===== config.mk =====
export PLATFORM = sky130hd
export DESIGN_NAME = local_variance_3x3_clipped
export DESIGN_NICKNAME = d
export VERILOG_FILES = /design/src/lvc_pkg.sv /design/src/lvc_lane.sv /design/src/lvc_merge.sv /design/src/lvc_div.sv /design/src/local_variance_3x3_clipped.sv
export VERILOG_INCLUDE_DIRS = /design/src /design/src/src
export SDC_FILE = /design/constraint.sdc
export NUM_CORES = 2
export LEC_CHECK = 0
export ABC_AREA = 1
export BUFFER_PORTS_ARGS = -buffer_cell sky130_fd_sc_hd__clkbuf_2
export CAP_MARGIN = 20
export CORE_MARGIN = 5
export CORE_UTILIZATION = 42
export DETAILED_ROUTE_END_ITERATION = 12
export HOLD_SLACK_MARGIN = 0.15
export MAX_ROUTING_LAYER = met4
export PLACE_DENSITY = 0.58
export SYNTH_ARGS = -nofsm -noshare
export SYNTH_HDL_FRONTEND = slang
export SYNTH_SLANG_ARGS = --single-unit

===== constraint.sdc =====
create_clock -name clk -period 8.9 [get_ports clk]
set_input_delay 0.445 -clock clk [delete_from_list [all_inputs] [get_ports clk]]
set_output_delay 0.445 -clock clk [all_outputs]
set_load 0.005 [all_outputs]

===== src/assert_macros.svh =====
// -----------------------------------------------------------------------------
// assert_macros.svh
// Assertion macros shared by the RTL; define NO_ASSERTIONS to drop them.
// -----------------------------------------------------------------------------
`ifndef ASSERT_MACROS_SVH
`define ASSERT_MACROS_SVH

`ifndef NO_ASSERTIONS

// Property must hold at every rising edge outside reset.
`define ASSERT_CLK(lbl, clk, rstn, prop) \
  lbl: assert property (@(posedge clk) disable iff (!rstn) (prop)) \
    else $error("assertion failed");

// Expression must never be true at a rising edge outside reset.
`define ASSERT_NEVER(lbl, clk, rstn, expr) \
  lbl: assert property (@(posedge clk) disable iff (!rstn) !(expr)) \
    else $error("forbidden condition seen");

`else

`define ASSERT_CLK(lbl, clk, rstn, prop)
`define ASSERT_NEVER(lbl, clk, rstn, expr)

`endif

`endif


===== src/lvc_pkg.sv =====
// -----------------------------------------------------------------------------
// lvc_pkg
// Types, widths and constant tables of the clipped 3x3 local variance filter.
// -----------------------------------------------------------------------------
package lvc_pkg;

  localparam int N_LANES  = 9;
  localparam int PIX_W    = 8;
  localparam int SQ_W     = 16;
  localparam int COORD_W  = 12;
  localparam int DIM_W    = 13;
  localparam int CNT_W    = 4;
  localparam int SUM_W    = 12;  // up to 9 * 255
  localparam int SQS_W    = 20;  // up to 9 * 255^2
  localparam int PROD_W   = 24;  // n*q and s*s
  localparam int NUM_W    = 21;  // n*q - s*s never exceeds 81 * 255^2 / 4
  localparam int VAR_W    = 22;
  localparam int DEN_W    = 7;   // n*n up to 81
  localparam int RECIP_W  = 32;
  localparam int RECIP_SH = 23;  // 31-bit reciprocal scale minus 8 fraction bits
  localparam int FRAC_W   = 8;
  localparam int REM_W    = NUM_W + FRAC_W + 1;

  localparam int CFG_IDX_W = 1;
  localparam logic [CFG_IDX_W-1:0] CFG_IMAGE_WIDTH  = 1'b0;
  localparam logic [CFG_IDX_W-1:0] CFG_IMAGE_HEIGHT = 1'b1;

  localparam logic [DIM_W-1:0] DIM_RESET = 13'd4096;

  typedef struct packed {
    logic [COORD_W-1:0] center_col;
    logic [COORD_W-1:0] center_row;
    logic [PIX_W-1:0]   pix_nw;
    logic [PIX_W-1:0]   pix_n;
    logic [PIX_W-1:0]   pix_ne;
    logic [PIX_W-1:0]   pix_w;
    logic [PIX_W-1:0]   pix_c;
    logic [PIX_W-1:0]   pix_e;
    logic [PIX_W-1:0]   pix_sw;
    logic [PIX_W-1:0]   pix_s;
    logic [PIX_W-1:0]   pix_se;
  } in_t;

  typedef struct packed {
    logic [VAR_W-1:0] variance_q8;
    logic [CNT_W-1:0] kept_count;
  } out_t;

  // One lane's finding: pixel and its square, zeroed when outside the image.
  typedef struct packed {
    logic             keep;
    logic [PIX_W-1:0] pix;
    logic [SQ_W-1:0]  sq;
  } lane_t;

  typedef struct packed {
    logic [CNT_W-1:0] n;
    logic [SUM_W-1:0] s;
    logic [SQS_W-1:0] q;
  } stats_t;

  // floor(2^31 / n^2); the estimate is at most one below the true quotient.
  function automatic logic [RECIP_W-1:0] recip(input logic [CNT_W-1:0] n);
    logic [RECIP_W-1:0] r;
    case (n)
      4'd1:    r = 32'd2147483648;
      4'd2:    r = 32'd536870912;
      4'd3:    r = 32'd238609294;
      4'd4:    r = 32'd134217728;
      4'd5:    r = 32'd85899345;
      4'd6:    r = 32'd59652323;
      4'd7:    r = 32'd43826196;
      4'd8:    r = 32'd33554432;
      4'd9:    r = 32'd26512143;
      default: r = 32'd0;
    endcase
    return r;
  endfunction

  function automatic logic [DEN_W-1:0] den(input logic [CNT_W-1:0] n);
    logic [DEN_W-1:0] d;
    case (n)
      4'd1:    d = 7'd1;
      4'd2:    d = 7'd4;
      4'd3:    d = 7'd9;
      4'd4:    d = 7'd16;
      4'd5:    d = 7'd25;
      4'd6:    d = 7'd36;
      4'd7:    d = 7'd49;
      4'd8:    d = 7'd64;
      4'd9:    d = 7'd81;
      default: d = 7'd0;
    endcase
    return d;
  endfunction

endpackage


===== src/lvc_lane.sv =====
// -----------------------------------------------------------------------------
// lvc_lane
// One window position: bounds test, masked pixel and its square, registered.
// -----------------------------------------------------------------------------
module lvc_lane #(
  parameter int COL_OFS = 0,  // 0, 1, 2 for column offset -1, 0, +1
  parameter int ROW_OFS = 0   // 0, 1, 2 for row offset -1, 0, +1
) (
  input  logic                       clk,
  input  logic [lvc_pkg::COORD_W-1:0] col,
  input  logic [lvc_pkg::COORD_W-1:0] row,
  input  logic [lvc_pkg::DIM_W-1:0]   lim_w,
  input  logic [lvc_pkg::DIM_W-1:0]   lim_h,
  input  logic [lvc_pkg::PIX_W-1:0]   pix,
  output lvc_pkg::lane_t              lane_r
);

  logic [lvc_pkg::DIM_W-1:0] pos_c;
  logic [lvc_pkg::DIM_W-1:0] pos_r;
  logic                      col_ok;
  logic                      row_ok;
  lvc_pkg::lane_t            lane_nxt;

  assign pos_c = {1'b0, col} + lvc_pkg::DIM_W'(COL_OFS) - lvc_pkg::DIM_W'(1);
  assign pos_r = {1'b0, row} + lvc_pkg::DIM_W'(ROW_OFS) - lvc_pkg::DIM_W'(1);

  // Offset -1 at coordinate 0 wraps; drop it as left of / above the image.
  assign col_ok = !(COL_OFS == 0 && col == '0) && (pos_c < lim_w);
  assign row_ok = !(ROW_OFS == 0 && row == '0) && (pos_r < lim_h);

  always_comb begin
    lane_nxt.keep = col_ok && row_ok;
    lane_nxt.pix  = lane_nxt.keep ? pix : '0;
    lane_nxt.sq   = lvc_pkg::SQ_W'(lane_nxt.pix * lane_nxt.pix);
  end

  always_ff @(posedge clk) begin
    lane_r <= lane_nxt;
  end

endmodule


===== src/lvc_merge.sv =====
// -----------------------------------------------------------------------------
// lvc_merge
// Combine the lane results into count, sum and sum of squares.
// -----------------------------------------------------------------------------
module lvc_merge (
  input  logic           clk,
  input  logic           rst_n,
  input  logic           valid_in,
  input  lvc_pkg::lane_t lanes [lvc_pkg::N_LANES],
  output logic           valid_r,
  output lvc_pkg::stats_t stats_r
);

  lvc_pkg::stats_t stats_nxt;

  always_comb begin
    stats_nxt = '0;
    for (int k = 0; k < lvc_pkg::N_LANES; k++) begin
      stats_nxt.n = stats_nxt.n + lvc_pkg::CNT_W'(lanes[k].keep);
      stats_nxt.s = stats_nxt.s + lvc_pkg::SUM_W'(lanes[k].pix);
      stats_nxt.q = stats_nxt.q + lvc_pkg::SQS_W'(lanes[k].sq);
    end
  end

  always_ff @(posedge clk) begin
    if (!rst_n) begin
      valid_r <= 1'b0;
    end else begin
      valid_r <= valid_in;
    end
  end

  always_ff @(posedge clk) begin
    stats_r <= stats_nxt;
  end

endmodule


===== src/lvc_div.sv =====
// -----------------------------------------------------------------------------
// lvc_div
// Variance from count, sum and sum of squares: (n*Q - S^2) * 256 / n^2,
// by reciprocal multiply and a one-step correction, four stages.
// -----------------------------------------------------------------------------
module lvc_div (
  input  logic            clk,
  input  logic            rst_n,
  input  logic            valid_in,
  input  lvc_pkg::stats_t stats,
  output logic            valid_r,
  output lvc_pkg::out_t   res_r
);

  // stage A: products
  logic                       va_r;
  logic [lvc_pkg::CNT_W-1:0]  na_r;
  logic [lvc_pkg::PROD_W-1:0] nq_r, nq_nxt;
  logic [lvc_pkg::PROD_W-1:0] ss_r, ss_nxt;
  // stage B: numerator
  logic                       vb_r;
  logic [lvc_pkg::CNT_W-1:0]  nb_r;
  logic [lvc_pkg::NUM_W-1:0]  num_r, num_nxt;
  // stage C: quotient estimate
  logic                       vc_r;
  logic [lvc_pkg::CNT_W-1:0]  nc_r;
  logic [lvc_pkg::NUM_W-1:0]  numc_r;
  logic [lvc_pkg::VAR_W-1:0]  qe_r, qe_nxt;
  logic [lvc_pkg::NUM_W+lvc_pkg::RECIP_W-1:0] prod;
  // stage D: correction
  logic [lvc_pkg::DEN_W-1:0]  d;
  logic [lvc_pkg::REM_W-1:0]  rem;
  lvc_pkg::out_t              res_nxt;

  assign nq_nxt  = lvc_pkg::PROD_W'(stats.n * stats.q);
  assign ss_nxt  = lvc_pkg::PROD_W'(stats.s * stats.s);
  assign num_nxt = lvc_pkg::NUM_W'(nq_r - ss_r);
  assign prod    = num_r * lvc_pkg::recip(nb_r);
  assign qe_nxt  = lvc_pkg::VAR_W'(prod >> lvc_pkg::RECIP_SH);

  always_comb begin
    d   = lvc_pkg::den(nc_r);
    rem = lvc_pkg::REM_W'({numc_r, lvc_pkg::FRAC_W'(0)}) - lvc_pkg::REM_W'(qe_r * d);
    res_nxt.kept_count = nc_r;
    if (nc_r == '0) begin
      res_nxt.variance_q8 = '0;
    end else if (rem >= lvc_pkg::REM_W'(d)) begin
      res_nxt.variance_q8 = qe_r + lvc_pkg::VAR_W'(1);
    end else begin
      res_nxt.variance_q8 = qe_r;
    end
  end

  always_ff @(posedge clk) begin
    if (!rst_n) begin
      va_r    <= 1'b0;
      vb_r    <= 1'b0;
      vc_r    <= 1'b0;
      valid_r <= 1'b0;
    end else begin
      va_r    <= valid_in;
      vb_r    <= va_r;
      vc_r    <= vb_r;
      valid_r <= vc_r;
    end
  end

  always_ff @(posedge clk) begin
    na_r   <= stats.n;
    nq_r   <= nq_nxt;
    ss_r   <= ss_nxt;
    nb_r   <= na_r;
    num_r  <= num_nxt;
    nc_r   <= nb_r;
    numc_r <= num_r;
    qe_r   <= qe_nxt;
    res_r  <= res_nxt;
  end

endmodule


===== src/local_variance_3x3_clipped.sv =====
// -----------------------------------------------------------------------------
// local_variance_3x3_clipped
// Population variance (Q8, truncated) of the in-image pixels of a 3x3 window.
// -----------------------------------------------------------------------------
// Usage: present a window on in_data and raise start; it transfers at the
// edge where start is high and busy is low. busy stays low, so a window can
// transfer on every clock: throughput is one window per cycle. Each result
// appears on out_data for exactly one cycle with out_valid high, registered
// through one lane stage, one merge stage and four divide stages, in input
// order. The receiver cannot stall the block: it must take every result in
// the cycle it is shown. Write image_width (index 0) and image_height
// (index 1) only while no window is in flight; values above MAX_DIM act as
// MAX_DIM and zero keeps no pixel.
// -----------------------------------------------------------------------------
`include "assert_macros.svh"

module local_variance_3x3_clipped #(
  parameter int MAX_DIM = 4096
) (
  input  logic                          clk,
  input  logic                          rst_n,
  // input channel
  input  logic                          start,
  output logic                          busy,
  input  lvc_pkg::in_t                  in_data,
  // result channel
  output logic                          out_valid,
  output lvc_pkg::out_t                 out_data,
  // configuration
  input  logic                          cfg_we,
  input  logic [lvc_pkg::CFG_IDX_W-1:0] cfg_index,
  input  logic [lvc_pkg::DIM_W-1:0]     cfg_wdata
);

  logic [lvc_pkg::DIM_W-1:0] image_width_r, image_width_nxt;
  logic [lvc_pkg::DIM_W-1:0] image_height_r, image_height_nxt;
  logic [lvc_pkg::DIM_W-1:0] lim_w;
  logic [lvc_pkg::DIM_W-1:0] lim_h;
  logic                      accept;
  logic                      lane_valid_r;
  logic                      merge_valid;
  lvc_pkg::stats_t           stats;
  lvc_pkg::lane_t            lanes [lvc_pkg::N_LANES];
  logic [lvc_pkg::PIX_W-1:0] pix [lvc_pkg::N_LANES];

  // Every transfer is taken; the pipeline never backs up.
  assign busy   = 1'b0;
  assign accept = start && !busy;

  // Register writes: decode the index, ignore nothing else.
  always_comb begin
    image_width_nxt  = image_width_r;
    image_height_nxt = image_height_r;
    if (cfg_we) begin
      unique case (cfg_index)
        lvc_pkg::CFG_IMAGE_WIDTH:  image_width_nxt  = cfg_wdata;
        lvc_pkg::CFG_IMAGE_HEIGHT: image_height_nxt = cfg_wdata;
        default: ;
      endcase
    end
  end

  always_ff @(posedge clk) begin
    if (!rst_n) begin
      image_width_r  <= lvc_pkg::DIM_RESET;
      image_height_r <= lvc_pkg::DIM_RESET;
    end else begin
      image_width_r  <= image_width_nxt;
      image_height_r <= image_height_nxt;
    end
  end

  // Saturate the image size at MAX_DIM.
  assign lim_w = (32'(image_width_r) > 32'(MAX_DIM))  ? lvc_pkg::DIM_W'(MAX_DIM)
                                                       : image_width_r;
  assign lim_h = (32'(image_height_r) > 32'(MAX_DIM)) ? lvc_pkg::DIM_W'(MAX_DIM)
                                                       : image_height_r;

  // Lane order is raster order: west to east, then north to south.
  assign pix[0] = in_data.pix_nw;
  assign pix[1] = in_data.pix_n;
  assign pix[2] = in_data.pix_ne;
  assign pix[3] = in_data.pix_w;
  assign pix[4] = in_data.pix_c;
  assign pix[5] = in_data.pix_e;
  assign pix[6] = in_data.pix_sw;
  assign pix[7] = in_data.pix_s;
  assign pix[8] = in_data.pix_se;

  for (genvar k = 0; k < lvc_pkg::N_LANES; k++) begin : g_lane
    lvc_lane #(
      .COL_OFS (k % 3),
      .ROW_OFS (k / 3)
    ) u_lane (
      .clk    (clk),
      .col    (in_data.center_col),
      .row    (in_data.center_row),
      .lim_w  (lim_w),
      .lim_h  (lim_h),
      .pix    (pix[k]),
      .lane_r (lanes[k])
    );
  end

  // Lane stage valid: advance with each transfer.
  always_ff @(posedge clk) begin
    if (!rst_n) begin
      lane_valid_r <= 1'b0;
    end else begin
      lane_valid_r <= accept;
    end
  end

  lvc_merge u_merge (
    .clk      (clk),
    .rst_n    (rst_n),
    .valid_in (lane_valid_r),
    .lanes    (lanes),
    .valid_r  (merge_valid),
    .stats_r  (stats)
  );

  lvc_div u_div (
    .clk      (clk),
    .rst_n    (rst_n),
    .valid_in (merge_valid),
    .stats    (stats),
    .valid_r  (out_valid),
    .res_r    (out_data)
  );

  // Every transfer yields its result after the fixed latency.
  `ASSERT_CLK(a_latency, clk, rst_n, accept |-> ##6 out_valid)
  // No result without an earlier window.
  `ASSERT_CLK(a_no_spurious, clk, rst_n, out_valid |-> $past(accept, 6))
  // At most nine pixels are kept.
  `ASSERT_NEVER(a_count_range, clk, rst_n, out_valid && (out_data.kept_count > 4'd9))
  // Empty or single-pixel windows have no spread.
  `ASSERT_NEVER(a_trivial_var, clk, rst_n,
                out_valid && (out_data.kept_count < 4'd2) && (out_data.variance_q8 != '0))
  // Variance of 8-bit data never exceeds (255/2)^2 in Q8.
  `ASSERT_NEVER(a_var_range, clk, rst_n, out_valid && (out_data.variance_q8 > 22'd4161600))

endmodule


==> metrics.csv <==
stage,metric,value,unit
synthesis,Syn Area/Cell,8.04,sq um
synthesis,Post-synth top cells,"inv_1, nand2_1, fa_1",
routing,vias per inst,4.75,
floorplanning,Die Y,402,microns
sta,"Hold Vio Cnt, Final",0,
sta,Final period util,91.7,%
worst_setup_path,crit end category,register,
finish,FILL cells,15100,
synthesis,"Seq/Total Area, Yosys",13.8,%
flow_run,maxcap violations,0,
worst_setup_path,Buf/Inv on CP,6,
global_route,largest net degree at the start of global routing,33,
floorplanning,I/O pin total,142,
cts,H-tree depth,2,
cts,Worst-path clk slew,0.06,ns
placement,dpl hpwl,144000,microns
floorplanning,Initial Util,42.3,%
worst_setup_path,CP peak stage delay,0.59,ns
global_route,initial antenna violation count,7,
synthesis,Syn Nets,9901,
routing,total number of vias,48500,
placement,placed cells,10100,
worst_setup_path,Critical Path RT,9.49,ns
synthesis,Synth Cell Area,64400,sq um
floorplanning,Core ar.,152000,sq um
worst_setup_path,most frequent CP cell,nand2_1,
synthesis,Yosys cell types,58,
worst_setup_path,CP max stage cell,dlygate4sd3_1,
cts,post-CTS setup buffer count,0,
synthesis,top-count cell post-synth,inv_1,
floorplanning,die area,161000,sq um
sta,unrepaired setup endpoints after global routing,false,
floorplanning,site row count,143,
cts,clk_lat worst skew,0.66,ns
synthesis,ranking of synthesized cells by area,"fa_1, ha_1, dfxtp_1, inv_1, nand2_1",
worst_setup_path,crit-path max FO,14,
routing,final WL,167000,microns
routing,DRT antenna net count,0,
worst_setup_path,critical path class,reg2reg,
placement,GP Congestion,0.946,
cts,CTS tree,yes,
placement,Port Buffer Count,140,
synthesis,"Top FF cell, synth",dfxtp_1,
cts,clk sink count,443,
finish,Non-Filler Instances,10200,
sta,WHS,0.194,ns
synthesis,Yosys top cell area share,32.5,%
worst_hold_path,worst min-delay path class,in2reg,
routing,1st-iter DRT viols,2348,
synthesis,post-synthesis cell count,8016,
routing,residual DRC count,0,
worst_setup_path,critical path data arrival time,8.75,ns
global_route,Tot GR Track Use,21.8,%
synthesis,Yosys top cell by area,fa_1,
cts,cts bufs inserted,55,
worst_setup_path,critical path startpoint category,register,
worst_setup_path,crit-path leading delay family,simple AND/OR/NAND/NOR gates,
run_status,outcome,completed,
global_route,grt total ovfl,0,
sta,worst slew pin tran,1.14,ns
synthesis,Synth Register Bits,443,
global_route,vias in the first global route,51900,
cts,CTS max path bufs,3,
sta,setup violation total in the final timing report,0,
sta,Final Slew Violations,0,
synthesis,Async SR Flop Fraction,0,%
synthesis,"EDFF count, synth",0,
sta,Worst Skew,0.0545,ns
sta,final setup TNS,0,ns
routing,wire per inst,16.3,microns
routing,DRT Pass-1 Iters,5,
global_route,first-pass GRT wire length,276000,microns
cts,CTS Root Cell,clkbuf_16,
sta,fin crit period,8.16,ns
synthesis,Syn. warnings,0,
floorplanning,Die W,402,microns
finish,Final #Nets,10000,
finish,P&R area growth vs syn,8.47,%
finish,Final Core Density,45.9,%
finish,share of cells above drive strength 1,4.60,%
sta,Fmax,123,MHz
sta,Max-slew headroom,23.9,%
## registers in the layout, indices dropped and copies added, names as in the netlist, named ones only
| name | count |
|---|---|
| u_div.vb_r | 1 |
| u_div.nc_r | 4 |
| u_div.va_r | 1 |
| u_div.valid_r | 1 |
| u_div.res_r | 26 |
| u_div.num_r | 21 |
| u_div.ss_r | 20 |
| image_width_r | 13 |
| u_div.nb_r | 4 |
| g_lane.u_lane.lane_r | 207 |
| u_div.nq_r | 21 |
| u_div.qe_r | 22 |
| u_merge.stats_r | 35 |
| u_merge.valid_r | 1 |
| u_div.numc_r | 21 |
| u_div.na_r | 4 |
| lane_valid_r | 1 |
| u_div.d | 6 |
| image_height_r | 13 |
| u_div.vc_r | 1 |
## final timing paths
| kind | start | end | slack (ns) | cells after the start |
|---|---|---|---|---|
| min reg2reg | u_div.nc_r[3] | u_div.res_r[3] | 0.36 | 0 |
| min | in_data[44] | g_lane[3].u_lane.lane_r[20] | 0.19 | 3 |
| max | image_width_r[7] | g_lane[2].u_lane.lane_r[15] | 0.74 | 38 |
| max reg2reg | image_width_r[7] | g_lane[2].u_lane.lane_r[15] | 0.74 | 38 |
## layout make-up
cell class | count | area [sq um] | share of cell area, %
Antenna cell | 7 | 17.5 | 0.0251
Clock buffer | 73 | 1560 | 2.24
Clock inverter | 25 | 374 | 0.535
Inverter | 2285 | 8580 | 12.3
Multi-Input combinational cell | 5122 | 46300 | 66.3
Sequential cell | 443 | 8870 | 12.7
Tap cell | 2030 | 2540 | 3.63
Timing Repair Buffer | 240 | 1640 | 2.35
## worst min-delay path: stages
cell and delay (ns):
clkbuf_2 0.12, inv_1 0.15, nor2_4 0.07
## kinds of logic (layout without fill, tap and decap cells)
group / count (synthesis) / in the layout / synth area share [%]
fa+ha+maj: 1771 / 1771 / 46.6
xor+xnor: 312 / 312 / 4.24
compound gates: 609 / 609 / 5.23
simple gates: 2429 / 2429 / 15.8
other cells: 1 / 8 / 0.00582
buf+inv: 2451 / 2623 / 14.4
flops: 443 / 443 / 13.8
## routing by layer
layer | share of wire [%] | track usage [%]
met1 | 44 | 27.5
met2 | 49 | 37.7
met3 | 3.8 | 2.11
met4 | 3.1 | 5.73
met5 | 0 | -
## cell usage in the layout (no fill, tap or decap), types with 6 or more instances in the layout
master | Yosys | layout
inv_1 | 2252 | 2252
clkbuf_2 | 1 | 140
clkbuf_16 | 0 | 55
ha_1 | 725 | 725
o31ai_1 | 6 | 6
fa_1 | 1046 | 1046
nand4_1 | 71 | 71
nand2_2 | 13 | 13
o21a_1 | 11 | 11
clkinv_2 | 0 | 8
o211ai_1 | 11 | 11
buf_4 | 10 | 30
xor2_1 | 210 | 210
bufinv_16 | 0 | 7
o21ai_0 | 152 | 152
nor2_2 | 21 | 20
nand3_1 | 179 | 179
dlygate4sd3_1 | 0 | 69
nor3_2 | 6 | 6
nor2_4 | 24 | 25
clkbuf_8 | 0 | 12
a31oi_1 | 13 | 13
clkinv_1 | 6 | 6
inv_2 | 27 | 27
nor3_1 | 64 | 64
diode_2 | 0 | 7
a21boi_0 | 7 | 7
a211oi_1 | 7 | 6
dfxtp_1 | 443 | 443
a21o_1 | 14 | 14
a21oi_1 | 337 | 337
nor2_1 | 485 | 485
o21bai_1 | 31 | 31
xnor2_1 | 102 | 102
nor4_1 | 9 | 8
nand3b_1 | 10 | 10
nand2_1 | 1519 | 1519
clkbuf_1 | 131 | 6
## through the flow
step | area [sq um] | setup WS, ns
after global placement | 67200 | 1.35
after global routing | 69900 | 0.0506
after detailed placement | 67200 | 1.15
after floorplan | 64400 | 2.56
after CTS | 69800 | 0.0660
final | 69900 | 0.740
## timing repair
item | 4_1_cts | 5_1_grt
endpoints found under the setup margin | 0 | 2
endpoints found under the hold margin | 67 | 0
gates resized for setup | 0 | 2
hold buffers | 69 | 0
Power is left out: the tool's default activity adds up to more than one toggle a clock period on the data nets, which glitch-free logic cannot reach.
